## config.mk

```make
export PLATFORM = sky130hd
export DESIGN_NAME = joystick_velocity_shaper_unit
export DESIGN_NICKNAME = d
export VERILOG_FILES = /design/src/sv/jvs_pkg.sv /design/src/sv/jvs_mag.sv /design/src/sv/joystick_velocity_shaper_unit.sv
export SDC_FILE = /design/constraint.sdc
export NUM_CORES = 2
export LEC_CHECK = 0
export ABC_AREA = 1
export BUFFER_PORTS_ARGS = -buffer_cell sky130_fd_sc_hd__buf_4
export CORE_UTILIZATION = 65
export DETAILED_ROUTE_END_ITERATION = 8
export PLACE_DENSITY = 0.83
export SYNTH_ARGS = -nofsm -noshare
export SYNTH_HDL_FRONTEND = slang
export SYNTH_SLANG_ARGS = --single-unit
```

## constraint.sdc

```tcl
create_clock -name i_clk -period 17.6 [get_ports i_clk]
set_input_delay 2.64 -clock i_clk [delete_from_list [all_inputs] [get_ports i_clk]]
set_output_delay 2.64 -clock i_clk [all_outputs]
set_load 0.05 [all_outputs]
```

## src/sv/jvs_pkg.sv

```systemverilog
`default_nettype none
package jvs_pkg;

    localparam int AXIS_W  = 12;
    localparam int VEL_W   = 16;
    localparam int MAG_W   = 15;
    localparam int SPEED_W = 15;
    localparam int ACT_W   = 11;
    localparam int ALPHA_W = 9;
    localparam int NUM_W   = 54;
    localparam int SUM_W   = 24;
    localparam int DEN_W   = 23;
    localparam int CNT_W   = 6;

    localparam logic [CNT_W-1:0] MUL_STEPS  = CNT_W'(SUM_W - 1);
    localparam logic [CNT_W-1:0] DIV_STEPS  = CNT_W'(NUM_W - 1);
    localparam logic [CNT_W-1:0] SQRT_STEPS = CNT_W'(NUM_W / 2 - 1);

    localparam logic [2:0] REG_DEAD_ZONE  = 3'd0;
    localparam logic [2:0] REG_FULL_SCALE = 3'd1;
    localparam logic [2:0] REG_MAX_LIN    = 3'd2;
    localparam logic [2:0] REG_MAX_ANG    = 3'd3;
    localparam logic [2:0] REG_LIN_ALPHA  = 3'd4;
    localparam logic [2:0] REG_ANG_ALPHA  = 3'd5;
    localparam logic [2:0] REG_THRESHOLD  = 3'd6;
    localparam logic [2:0] REG_ZERO_BAND  = 3'd7;

    localparam logic REQ_SAMPLE = 1'b0;
    localparam logic REQ_CMD    = 1'b1;

    localparam logic [1:0] CH_X   = 2'd0;
    localparam logic [1:0] CH_Y   = 2'd1;
    localparam logic [1:0] CH_ANG = 2'd2;

    typedef struct packed {
        logic              req_type;
        logic [AXIS_W-1:0] axis_0;
        logic [AXIS_W-1:0] axis_1;
        logic [AXIS_W-1:0] axis_2;
        logic [AXIS_W-1:0] axis_3;
        logic [15:0]       buttons;
        logic              cmd_enable;
        logic              cmd_aim;
    } t_in_item;

    typedef struct packed {
        logic [VEL_W-1:0] vel_x;
        logic [VEL_W-1:0] vel_y;
        logic [VEL_W-1:0] vel_ang;
        logic             aim_active;
        logic             is_ack;
    } t_out_item;

    typedef struct packed {
        logic [SPEED_W-1:0] speed;
        logic [AXIS_W-1:0]  ua;
        logic [AXIS_W-1:0]  ub;
        logic [ACT_W-1:0]   full_scale;
    } t_mag_req;

    typedef enum logic [2:0] {
        M_IDLE, M_SQ, M_MUL, M_DIV, M_SQRT, M_DONE
    } t_mag_state;

    typedef enum logic [2:0] {
        S_IDLE, S_MAG, S_WAIT, S_SMOOTH, S_OUT
    } t_state;

endpackage
`default_nettype wire

```

## src/sv/jvs_mag.sv

```systemverilog
`default_nettype none
module jvs_mag (
    input  wire logic              i_clk,
    input  wire logic              i_rst_n,
    input  wire logic              i_start,
    input  wire jvs_pkg::t_mag_req i_req,
    output logic                   o_done,
    output logic [jvs_pkg::MAG_W-1:0] o_mag
);

    jvs_pkg::t_mag_state r_state, n_state;

    logic [jvs_pkg::CNT_W-1:0]   r_cnt;
    logic [2*jvs_pkg::SPEED_W-1:0] r_sp2;
    logic [jvs_pkg::SUM_W-1:0]   r_sum;
    logic [jvs_pkg::DEN_W-1:0]   r_den;
    logic [jvs_pkg::NUM_W-1:0]   r_acc;
    logic [jvs_pkg::DEN_W-1:0]   r_rem;
    logic [jvs_pkg::NUM_W-1:0]   r_r;
    logic [jvs_pkg::NUM_W-1:0]   r_bit;
    jvs_pkg::t_mag_req           r_req;

    logic [jvs_pkg::ACT_W-1:0]   ma;
    logic [jvs_pkg::DEN_W:0]     div_t;
    logic [jvs_pkg::NUM_W-1:0]   sq_t;
    logic [jvs_pkg::NUM_W-1:0]   mul_add;
    logic                        div_ge;
    logic                        sq_ge;

    always_ff @(posedge i_clk) begin
        if (!i_rst_n) begin
            r_state <= jvs_pkg::M_IDLE;
        end else begin
            r_state <= n_state;
        end
    end

    always_comb begin
        n_state = r_state;
        o_done  = 1'b0;
        case (r_state)
            jvs_pkg::M_IDLE: begin
                if (i_start) n_state = jvs_pkg::M_SQ;
            end
            jvs_pkg::M_SQ:   n_state = jvs_pkg::M_MUL;
            jvs_pkg::M_MUL: begin
                if (r_cnt == '0) n_state = jvs_pkg::M_DIV;
            end
            jvs_pkg::M_DIV: begin
                if (r_cnt == '0) n_state = jvs_pkg::M_SQRT;
            end
            jvs_pkg::M_SQRT: begin
                if (r_cnt == '0) n_state = jvs_pkg::M_DONE;
            end
            jvs_pkg::M_DONE: begin
                o_done  = 1'b1;
                n_state = jvs_pkg::M_IDLE;
            end
            default: n_state = jvs_pkg::M_IDLE;
        endcase
    end

    assign ma      = (r_req.full_scale == '0) ? jvs_pkg::ACT_W'(1) : r_req.full_scale;
    assign mul_add = r_sum[r_cnt[4:0]] ? jvs_pkg::NUM_W'(r_sp2) : '0;
    assign div_t   = {r_rem, r_acc[jvs_pkg::NUM_W-1]};
    assign div_ge  = div_t >= {1'b0, r_den};
    assign sq_t    = r_r + r_bit;
    assign sq_ge   = r_acc >= sq_t;

    always_ff @(posedge i_clk) begin
        case (r_state)
            jvs_pkg::M_IDLE: begin
                if (i_start) r_req <= i_req;
            end
            jvs_pkg::M_SQ: begin
                r_sp2 <= r_req.speed * r_req.speed;
                r_sum <= jvs_pkg::SUM_W'(r_req.ua * r_req.ua)
                       + jvs_pkg::SUM_W'(r_req.ub * r_req.ub);
                r_den <= (jvs_pkg::DEN_W'(ma) * jvs_pkg::DEN_W'(ma)) << 1;
                r_acc <= '0;
                r_cnt <= jvs_pkg::MUL_STEPS;
            end
            jvs_pkg::M_MUL: begin
                r_acc <= {r_acc[jvs_pkg::NUM_W-2:0], 1'b0} + mul_add;
                r_cnt <= (r_cnt == '0) ? jvs_pkg::DIV_STEPS : r_cnt - 1'b1;
                r_rem <= '0;
            end
            jvs_pkg::M_DIV: begin
                r_rem <= div_ge ? jvs_pkg::DEN_W'(div_t - {1'b0, r_den})
                                : div_t[jvs_pkg::DEN_W-1:0];
                r_acc <= {r_acc[jvs_pkg::NUM_W-2:0], div_ge};
                r_cnt <= (r_cnt == '0) ? jvs_pkg::SQRT_STEPS : r_cnt - 1'b1;
                r_r   <= '0;
                r_bit <= jvs_pkg::NUM_W'(1) << (jvs_pkg::NUM_W - 2);
            end
            jvs_pkg::M_SQRT: begin
                if (sq_ge) begin
                    r_acc <= r_acc - sq_t;
                    r_r   <= (r_r >> 1) + r_bit;
                end else begin
                    r_r   <= r_r >> 1;
                end
                r_bit <= r_bit >> 2;
                r_cnt <= r_cnt - 1'b1;
            end
            default: begin
            end
        endcase
    end

    assign o_mag = (r_r > jvs_pkg::NUM_W'(32767)) ? jvs_pkg::MAG_W'(32767)
                                                  : r_r[jvs_pkg::MAG_W-1:0];

    a_done_after_sqrt: assert property (@(posedge i_clk) disable iff (!i_rst_n)
        o_done |-> $past(r_state) == jvs_pkg::M_SQRT)
        else $error("magnitude done without root pass");
    a_start_idle: assert property (@(posedge i_clk) disable iff (!i_rst_n)
        (r_state == jvs_pkg::M_SQ) |-> $past(i_start))
        else $error("magnitude run without start");
    a_div_follows_mul: assert property (@(posedge i_clk) disable iff (!i_rst_n)
        (r_state == jvs_pkg::M_DIV && $past(r_state) != jvs_pkg::M_DIV)
        |-> $past(r_state) == jvs_pkg::M_MUL)
        else $error("divide entered out of order");

endmodule
`default_nettype wire

```

## src/sv/joystick_velocity_shaper_unit.sv

```systemverilog
// joystick velocity shaper
// input channel: i_in_valid / o_in_stall carry a sample or a mode command
// (req_type). output channel: o_out_valid / i_out_stall carry one result.
// a transfer happens at a rising edge with valid high and stall low.
// a mode command's acknowledge goes from S_OUT into the output register once free.
// a sample runs each of its two (aim mode) or three (otherwise) speed
// magnitudes through one shared multiply / divide / square-root unit
// (start, squaring, 24 multiply steps, 54 divide steps, 27 root steps,
// done, smoothing); its result then enters the output register once
// that is free, and the block returns to idle to take the next input.
// a sample while disabled gives no result and the block is free next cycle.
// one item is worked on at a time; o_in_stall is high while it is busy.
// a finished result waits in the output register while i_out_stall is
// high, and a next item may be taken meanwhile.
// reset restores the configuration registers to their defaults, enables processing,
// clears aim mode, button history and smoother memory.
// apb port: registers at byte address 4*index, pready always high.
`default_nettype none
module joystick_velocity_shaper_unit #(
    parameter int AIM_BUTTON_BIT = 10
) (
    input  wire logic               i_clk,
    input  wire logic               i_rst_n,
    input  wire logic               i_in_valid,
    input  wire jvs_pkg::t_in_item  i_in_data,
    output logic                    o_in_stall,
    output logic                    o_out_valid,
    output jvs_pkg::t_out_item      o_out_data,
    input  wire logic               i_out_stall,
    input  wire logic               psel,
    input  wire logic               penable,
    input  wire logic               pwrite,
    input  wire logic [4:0]         paddr,
    input  wire logic [31:0]        pwdata,
    output logic [31:0]             prdata,
    output logic                    pready
);

    localparam int AW = jvs_pkg::AXIS_W;
    localparam int VW = jvs_pkg::VEL_W;

    logic [10:0] r_dead_zone;
    logic [10:0] r_full_scale;
    logic [14:0] r_max_lin;
    logic [14:0] r_max_ang;
    logic [8:0]  r_lin_alpha;
    logic [8:0]  r_ang_alpha;
    logic [14:0] r_threshold;
    logic [14:0] r_zero_band;

    jvs_pkg::t_state r_state, n_state;
    logic [15:0]         r_prev_buttons;
    logic                r_aim;
    logic                r_enabled;
    logic signed [VW-1:0] r_last_x, r_last_y, r_last_ang;
    logic signed [AW-1:0] r_a0, r_a1, r_a2, r_a3;
    logic [1:0]          r_ch;
    logic signed [VW-1:0] r_target;
    jvs_pkg::t_out_item  r_res;
    logic                r_out_valid;
    jvs_pkg::t_out_item  r_out_data;

    logic                cfg_wr;
    logic                in_xfer;
    logic                out_load;
    logic                mag_start;
    logic                mag_done;
    logic [jvs_pkg::MAG_W-1:0] mag;
    jvs_pkg::t_mag_req   mag_req;
    logic                aim_rise;

    logic signed [AW-1:0] d0, d1, d2, d3;
    logic signed [VW-1:0] sm_prev;
    logic [8:0]           sm_alpha_raw;
    logic [8:0]           sm_alpha;
    logic signed [VW:0]   sm_diff;
    logic [VW:0]          sm_adiff;
    logic signed [26:0]   sm_sum;
    logic signed [VW-1:0] sm_avg;
    logic signed [VW-1:0] sm_pre;
    logic [VW:0]          sm_amag;
    logic signed [VW-1:0] sm_out;
    logic signed [VW-1:0] tgt;
    logic                 tgt_neg;

    function automatic logic [AW-1:0] abs_axis(input logic signed [AW-1:0] a);
        abs_axis = a[AW-1] ? AW'(-a) : AW'(a);
    endfunction

    function automatic logic signed [AW-1:0] dead(input logic signed [AW-1:0] a,
                                                  input logic [10:0] dz);
        dead = ({1'b0, abs_axis(a)} < 13'(dz)) ? '0 : a;
    endfunction

    assign pready = 1'b1;
    assign cfg_wr = psel && penable && pwrite;

    always_ff @(posedge i_clk) begin
        if (!i_rst_n) begin
            r_dead_zone  <= 11'd10;
            r_full_scale <= 11'd664;
            r_max_lin    <= 15'd16384;
            r_max_ang    <= 15'd24576;
            r_lin_alpha  <= 9'd77;
            r_ang_alpha  <= 9'd51;
            r_threshold  <= 15'd3277;
            r_zero_band  <= 15'd41;
        end else if (cfg_wr) begin
            case (paddr[4:2])
                jvs_pkg::REG_DEAD_ZONE:  r_dead_zone  <= pwdata[10:0];
                jvs_pkg::REG_FULL_SCALE: r_full_scale <= pwdata[10:0];
                jvs_pkg::REG_MAX_LIN:    r_max_lin    <= pwdata[14:0];
                jvs_pkg::REG_MAX_ANG:    r_max_ang    <= pwdata[14:0];
                jvs_pkg::REG_LIN_ALPHA:  r_lin_alpha  <= pwdata[8:0];
                jvs_pkg::REG_ANG_ALPHA:  r_ang_alpha  <= pwdata[8:0];
                jvs_pkg::REG_THRESHOLD:  r_threshold  <= pwdata[14:0];
                jvs_pkg::REG_ZERO_BAND:  r_zero_band  <= pwdata[14:0];
                default: begin
                end
            endcase
        end
    end

    always_comb begin
        case (paddr[4:2])
            jvs_pkg::REG_DEAD_ZONE:  prdata = 32'(r_dead_zone);
            jvs_pkg::REG_FULL_SCALE: prdata = 32'(r_full_scale);
            jvs_pkg::REG_MAX_LIN:    prdata = 32'(r_max_lin);
            jvs_pkg::REG_MAX_ANG:    prdata = 32'(r_max_ang);
            jvs_pkg::REG_LIN_ALPHA:  prdata = 32'(r_lin_alpha);
            jvs_pkg::REG_ANG_ALPHA:  prdata = 32'(r_ang_alpha);
            jvs_pkg::REG_THRESHOLD:  prdata = 32'(r_threshold);
            jvs_pkg::REG_ZERO_BAND:  prdata = 32'(r_zero_band);
            default:                 prdata = '0;
        endcase
    end

    assign o_in_stall  = (r_state != jvs_pkg::S_IDLE);
    assign in_xfer     = i_in_valid && !o_in_stall;
    assign o_out_valid = r_out_valid;
    assign o_out_data  = r_out_data;
    assign aim_rise    = i_in_data.buttons[AIM_BUTTON_BIT]
                      && !r_prev_buttons[AIM_BUTTON_BIT];

    assign d0 = dead(i_in_data.axis_0, r_dead_zone);
    assign d1 = dead(i_in_data.axis_1, r_dead_zone);
    assign d2 = dead(i_in_data.axis_2, r_dead_zone);
    assign d3 = dead(i_in_data.axis_3, r_dead_zone);

    always_comb begin
        case (r_ch)
            jvs_pkg::CH_X: begin
                mag_req = '{speed: r_max_lin, ua: abs_axis(r_a1), ub: '0,
                            full_scale: r_full_scale};
                tgt_neg = r_a1[AW-1];
                sm_prev = r_last_x;
                sm_alpha_raw = r_lin_alpha;
            end
            jvs_pkg::CH_Y: begin
                mag_req = '{speed: r_max_lin, ua: abs_axis(r_a0), ub: '0,
                            full_scale: r_full_scale};
                tgt_neg = r_a0[AW-1];
                sm_prev = r_last_y;
                sm_alpha_raw = r_lin_alpha;
            end
            default: begin
                mag_req = '{speed: r_max_ang, ua: abs_axis(r_a2),
                            ub: abs_axis(r_a3), full_scale: r_full_scale};
                tgt_neg = !r_a2[AW-1] && (r_a2 != '0);
                sm_prev = r_last_ang;
                sm_alpha_raw = r_ang_alpha;
            end
        endcase
    end

    assign tgt = tgt_neg ? -VW'(mag) : VW'(mag);

    assign sm_alpha = (sm_alpha_raw > 9'd256) ? 9'd256 : sm_alpha_raw;
    assign sm_diff  = 17'(r_target) - 17'(sm_prev);
    assign sm_adiff = sm_diff[VW] ? 17'(-sm_diff) : 17'(sm_diff);
    assign sm_sum   = 27'($signed({1'b0, sm_alpha}) * r_target)
                    + 27'($signed({1'b0, 9'd256 - sm_alpha}) * sm_prev)
                    + 27'sd128;
    assign sm_avg   = sm_sum[23:8];
    assign sm_pre   = (sm_adiff < 17'(r_threshold)) ? sm_avg : r_target;
    assign sm_amag  = sm_pre[VW-1] ? 17'(-17'(sm_pre)) : 17'(sm_pre);
    assign sm_out   = (sm_amag < 17'(r_zero_band)) ? '0 : sm_pre;

    always_ff @(posedge i_clk) begin
        if (!i_rst_n) begin
            r_state <= jvs_pkg::S_IDLE;
        end else begin
            r_state <= n_state;
        end
    end

    always_comb begin
        n_state   = r_state;
        mag_start = 1'b0;
        out_load  = 1'b0;
        case (r_state)
            jvs_pkg::S_IDLE: begin
                if (in_xfer) begin
                    if (i_in_data.req_type == jvs_pkg::REQ_CMD) begin
                        n_state = jvs_pkg::S_OUT;
                    end else if (r_enabled) begin
                        n_state = jvs_pkg::S_MAG;
                    end
                end
            end
            jvs_pkg::S_MAG: begin
                mag_start = 1'b1;
                n_state   = jvs_pkg::S_WAIT;
            end
            jvs_pkg::S_WAIT: begin
                if (mag_done) n_state = jvs_pkg::S_SMOOTH;
            end
            jvs_pkg::S_SMOOTH: begin
                if (r_ch == jvs_pkg::CH_X) begin
                    n_state = jvs_pkg::S_MAG;
                end else if (r_ch == jvs_pkg::CH_Y && !r_aim) begin
                    n_state = jvs_pkg::S_MAG;
                end else begin
                    n_state = jvs_pkg::S_OUT;
                end
            end
            jvs_pkg::S_OUT: begin
                if (!r_out_valid || !i_out_stall) begin
                    out_load = 1'b1;
                    n_state  = jvs_pkg::S_IDLE;
                end
            end
            default: n_state = jvs_pkg::S_IDLE;
        endcase
    end

    always_ff @(posedge i_clk) begin
        if (!i_rst_n) begin
            r_prev_buttons <= '0;
            r_aim          <= 1'b0;
            r_enabled      <= 1'b1;
            r_last_x       <= '0;
            r_last_y       <= '0;
            r_last_ang     <= '0;
            r_out_valid    <= 1'b0;
        end else begin
            if (out_load) begin
                r_out_valid <= 1'b1;
            end else if (!i_out_stall) begin
                r_out_valid <= 1'b0;
            end
            if (r_state == jvs_pkg::S_IDLE && in_xfer) begin
                if (i_in_data.req_type == jvs_pkg::REQ_CMD) begin
                    r_enabled <= i_in_data.cmd_enable;
                    r_aim     <= i_in_data.cmd_aim;
                end else if (r_enabled) begin
                    r_prev_buttons <= i_in_data.buttons;
                    if (aim_rise) r_aim <= !r_aim;
                end
            end
            if (r_state == jvs_pkg::S_SMOOTH) begin
                case (r_ch)
                    jvs_pkg::CH_X: r_last_x   <= sm_out;
                    jvs_pkg::CH_Y: r_last_y   <= sm_out;
                    default:       r_last_ang <= sm_out;
                endcase
            end
        end
    end

    always_ff @(posedge i_clk) begin
        if (out_load) r_out_data <= r_res;
        case (r_state)
            jvs_pkg::S_IDLE: begin
                r_a0 <= d0;
                r_a1 <= d1;
                r_a2 <= d2;
                r_a3 <= d3;
                r_ch <= jvs_pkg::CH_X;
                r_res.vel_x   <= '0;
                r_res.vel_y   <= '0;
                r_res.vel_ang <= '0;
                r_res.is_ack  <= (i_in_data.req_type == jvs_pkg::REQ_CMD);
                if (i_in_data.req_type == jvs_pkg::REQ_CMD) begin
                    r_res.aim_active <= i_in_data.cmd_aim;
                end else begin
                    r_res.aim_active <= r_aim ^ aim_rise;
                end
            end
            jvs_pkg::S_WAIT: begin
                if (mag_done) r_target <= tgt;
            end
            jvs_pkg::S_SMOOTH: begin
                r_ch <= r_ch + 2'd1;
                case (r_ch)
                    jvs_pkg::CH_X: r_res.vel_x   <= sm_out;
                    jvs_pkg::CH_Y: r_res.vel_y   <= sm_out;
                    default:       r_res.vel_ang <= sm_out;
                endcase
            end
            default: begin
            end
        endcase
    end

    jvs_mag u_mag (
        .i_clk   (i_clk),
        .i_rst_n (i_rst_n),
        .i_start (mag_start),
        .i_req   (mag_req),
        .o_done  (mag_done),
        .o_mag   (mag)
    );

    a_busy_stalls: assert property (@(posedge i_clk) disable iff (!i_rst_n)
        (r_state != jvs_pkg::S_IDLE) |-> o_in_stall)
        else $error("input taken while busy");
    a_ack_zero: assert property (@(posedge i_clk) disable iff (!i_rst_n)
        (o_out_valid && o_out_data.is_ack) |->
        (o_out_data.vel_x == '0 && o_out_data.vel_y == '0 && o_out_data.vel_ang == '0))
        else $error("acknowledge carries velocity");
    a_aim_no_ang: assert property (@(posedge i_clk) disable iff (!i_rst_n)
        (o_out_valid && o_out_data.aim_active) |-> o_out_data.vel_ang == '0)
        else $error("angular output in aim mode");
    a_load_free: assert property (@(posedge i_clk) disable iff (!i_rst_n)
        out_load |-> (!r_out_valid || !i_out_stall))
        else $error("result overwritten while held");

endmodule
`default_nettype wire
```

==> impl_metrics.tcl <==
set metrics [dict create \
    status "completed" \
    finalSetupViolCount 0 \
    maxSlewHeadroom 0.1148 \
    met2_usage 0.5563 \
    grt_busiest_layer "met2" \
    multi_input_area_um2 42120 \
    cts_sinks 612 \
    drtIter0Drc 6249 \
    numCtsBuffers 71 \
    cts_tree "built" \
    post_cts_resized 0 \
    min_period_ns 13.61 \
    track_usage 0.3527 \
    cts_max_level 3 \
    slowest_stage "o21ai_0" \
    grt_pass1_wl_mm 287.1 \
    drv_cap 0 \
    ff_latch_area_um2 16800 \
    avgSynthCellArea_um2 8.276 \
    overflow 0 \
    dr.pass1.iters 6 \
    io_pins 196 \
    drv_slew 0 \
    synth_edf_count 454 \
    worstHoldEndpoint "o_out_data[47]" \
    cp_data_required_time_ns 17.95 \
    hold_path.class "register to register" \
    ys_warn_count 0 \
    synthFlopType "edfxtp_1" \
    rows 116 \
    cp_max_fo 44 \
    rr_worst_depth 49 \
    drive_above_1_share 0.05147 \
    min_period_over_period 0.7734 \
    die_w_um 320.7 \
    die-height_um 320.7 \
    max_freq_mhz 73.47 \
    gp_congestion 1.012 \
    dp_hpwl_mm 140.8 \
    initial_core_util 0.6575 \
    areaGrowthSynthToFinish_pct 7.351 \
    antenna_left 0 \
    nets 9432 \
    endpoint_kind "register" \
    vias 55780 \
    netlist_area_um2 66040 \
    crit_type "register to register" \
    drc 0 \
    worstMarginPinSlew_ns 1.318 \
    grt_use_met1 0.4861 \
    hold_start "r_res[47]" \
    r2r_setup_slack_ns 3.99 \
    whs_path_depth 0 \
    cp.arrival_ns 13.96 \
    cts-root-buf "clkbuf_16" \
    netlist_instances 7979 \
    drt_wl_total_mm 178.8 \
    clock_latency_ns 0.68 \
    numPortBuffers 143 \
    hold_viol 0 \
    seq_area_frac_synth 0.2543 \
    postCtsSetupBuffers 0 \
    hold_slack_ns 0.3929 \
    grt_max_degree 108 \
    antenna_found_initial 3 \
    die_area_um2 102900 \
    synth_cell_types 68 \
    cp_common_cell "nand2_1" \
    cts_hold_buffers 0 \
    rr_startpoint "r_ch[1]" \
    ys_seq_elements 612 \
    clkTransAtPathRegs_ns 0.06 \
    viasPerCell 5.896 \
    fin_worst_skew_ns 0.05841 \
    ys_async_sr_fraction 0 \
    core_area_um2 100400 \
    critical-path-max-stage-delay_ns 0.75 \
    fillers 7662 \
    start_kind "register" \
    post_drt_wl_per_cell_um 18.90 \
    fin_setup_tns_ns 0 \
    rsz0062_at_grt "false" \
    grtUsageMet3 0.06750 \
    r2r-end "r_res[3]" \
    cts.path.max_buffers 3 \
    grt_pass1_vias 55340 \
]
-- sequential cells by signal (all words and copies together) (netlist names), 15 cells and up --
name	cells
u_mag.r_acc	54
u_mag.r_r	54
o_out_data	50
r_res	50
u_mag.r_req	50
u_mag.r_sp2	29
u_mag.r_bit	27
u_mag.r_sum	24
u_mag.r_rem	23
u_mag.r_den	21
r_last_ang	16
r_last_x	16
r_last_y	16
r_target	16
r_max_ang	15
r_max_lin	15
r_threshold	15
r_zero_band	15
-- Yosys cell counts (24+ instances only) --
cell | instances | area [um2]
ha_1 | 603 | 7545
nand4_1 | 61 | 381.6
clkbuf_1 | 176 | 660.6
nor4_1 | 29 | 181.4
o221ai_1 | 24 | 210.2
nand3_1 | 198 | 991.0
a21oi_1 | 579 | 2898
a31oi_1 | 48 | 300.3
dfxtp_1 | 158 | 3163
edfxtp_1 | 454 | 13630
fa_1 | 674 | 13490
inv_1 | 1670 | 6269
a221oi_1 | 31 | 271.5
nand2_1 | 1286 | 4827
o211ai_1 | 45 | 337.8
or2_2 | 27 | 168.9
o21ai_0 | 509 | 2547
nor3_1 | 87 | 435.4
xnor2_1 | 94 | 823.3
nor2_1 | 681 | 2556
xor2_1 | 224 | 1962
-- logic make-up (layout without fill, tap and decap cells) --
logic type | after synthesis | count (layout) | share of synthesized area
and+or+nand+nor | 2424 | 2424 | 0.1512
buffers and inverters | 1906 | 2012 | 0.1100
AOI/OAI and AO/OA | 1436 | 1436 | 0.1228
adders and majority gates | 1277 | 1277 | 0.3186
DFF | 612 | 612 | 0.2543
xor gates and xnor gates | 319 | 319 | 0.04242
muxes | 3 | 3 | 0.0005115
other | 2 | 21 | 0.0001137
-- through the flow --
| stage | worst slack, ns | cells | utilization | instance area [um2] |
|---|---|---|---|---|
| after floorplan | 7.343 | 7996 | - | 66100 |
| after global placement | 4.616 | 9328 | 0.6810 | 68400 |
| after detailed placement | 4.561 | 9328 | 0.6810 | 68400 |
| after CTS | 4.503 | 9459 | 0.7058 | 70890 |
| after global routing | 3.544 | 9460 | 0.7058 | 70890 |
| final | 3.988 | 9461 | 0.7058 | 70890 |
-- routing by layer --
layer | up-vias | share of wire
li1 | 25690 | -
met3 | 488 | 0.11
met5 | - | 0
met2 | 2988 | 0.45
met4 | 0 | 0.039
met1 | 26610 | 0.40
-- final cells by class --
| cell class | count | share of cell area |
|---|---|---|
| Inverter | 1688 | 0.08938 |
| Multi-Input combinational cell | 5478 | 0.5941 |
| Sequential cell | 612 | 0.2369 |
| Clock inverter | 43 | 0.006760 |
| Tap cell | 1357 | 0.02395 |
| Antenna cell | 2 | 0.00007060 |
| Clock buffer | 88 | 0.02835 |
| Timing Repair Buffer | 193 | 0.02044 |
-- critical path: cells and delay by family, from the launching register on --
| kind | cells | cell delay [ns] |
|---|---|---|
| AOI/OAI and AO/OA | 4 | 1.40 |
| xor gates and xnor gates | 2 | 0.36 |
| adders and majority gates | 10 | 4.73 |
| buffers and inverters | 8 | 1.36 |
| DFF | 1 | 0.36 |
| and+or+nand+nor | 25 | 5.04 |
-- worst max-delay path by stage --
stage	start	to	slack [ns]
final	r_ch[1]	r_res[3]	3.99
after global routing	r_ch[1]	r_res[37]	3.54
after CTS	r_ch[1]	r_res[3]	4.50
after detailed placement	r_ch[1]	r_res[35]	4.56
after global placement	r_ch[1]	r_res[19]	4.62
after floorplan	r_ch[1]	r_res[23]	7.34
-- layout by cell type (no fill, tap or decap), drive strengths merged, types with 24 or more instances in the layout --
cell and n:
inv 1684, nand2 1303, nor2 688, fa 674, ha 603, a21oi 591, o21ai 523, edfxtp 454
xor2 225, nand3 200, buf 193, dfxtp 158, xnor2 94, nor3 88, clkbuf 88, nand4 62
a31oi 48, o211ai 46, clkinv 36, a221oi 31, nor4 29, or2 28, o221ai 24
Power is left out: the tool's default activity adds up to more than one toggle a clock period on the data nets, which glitch-free logic cannot reach.
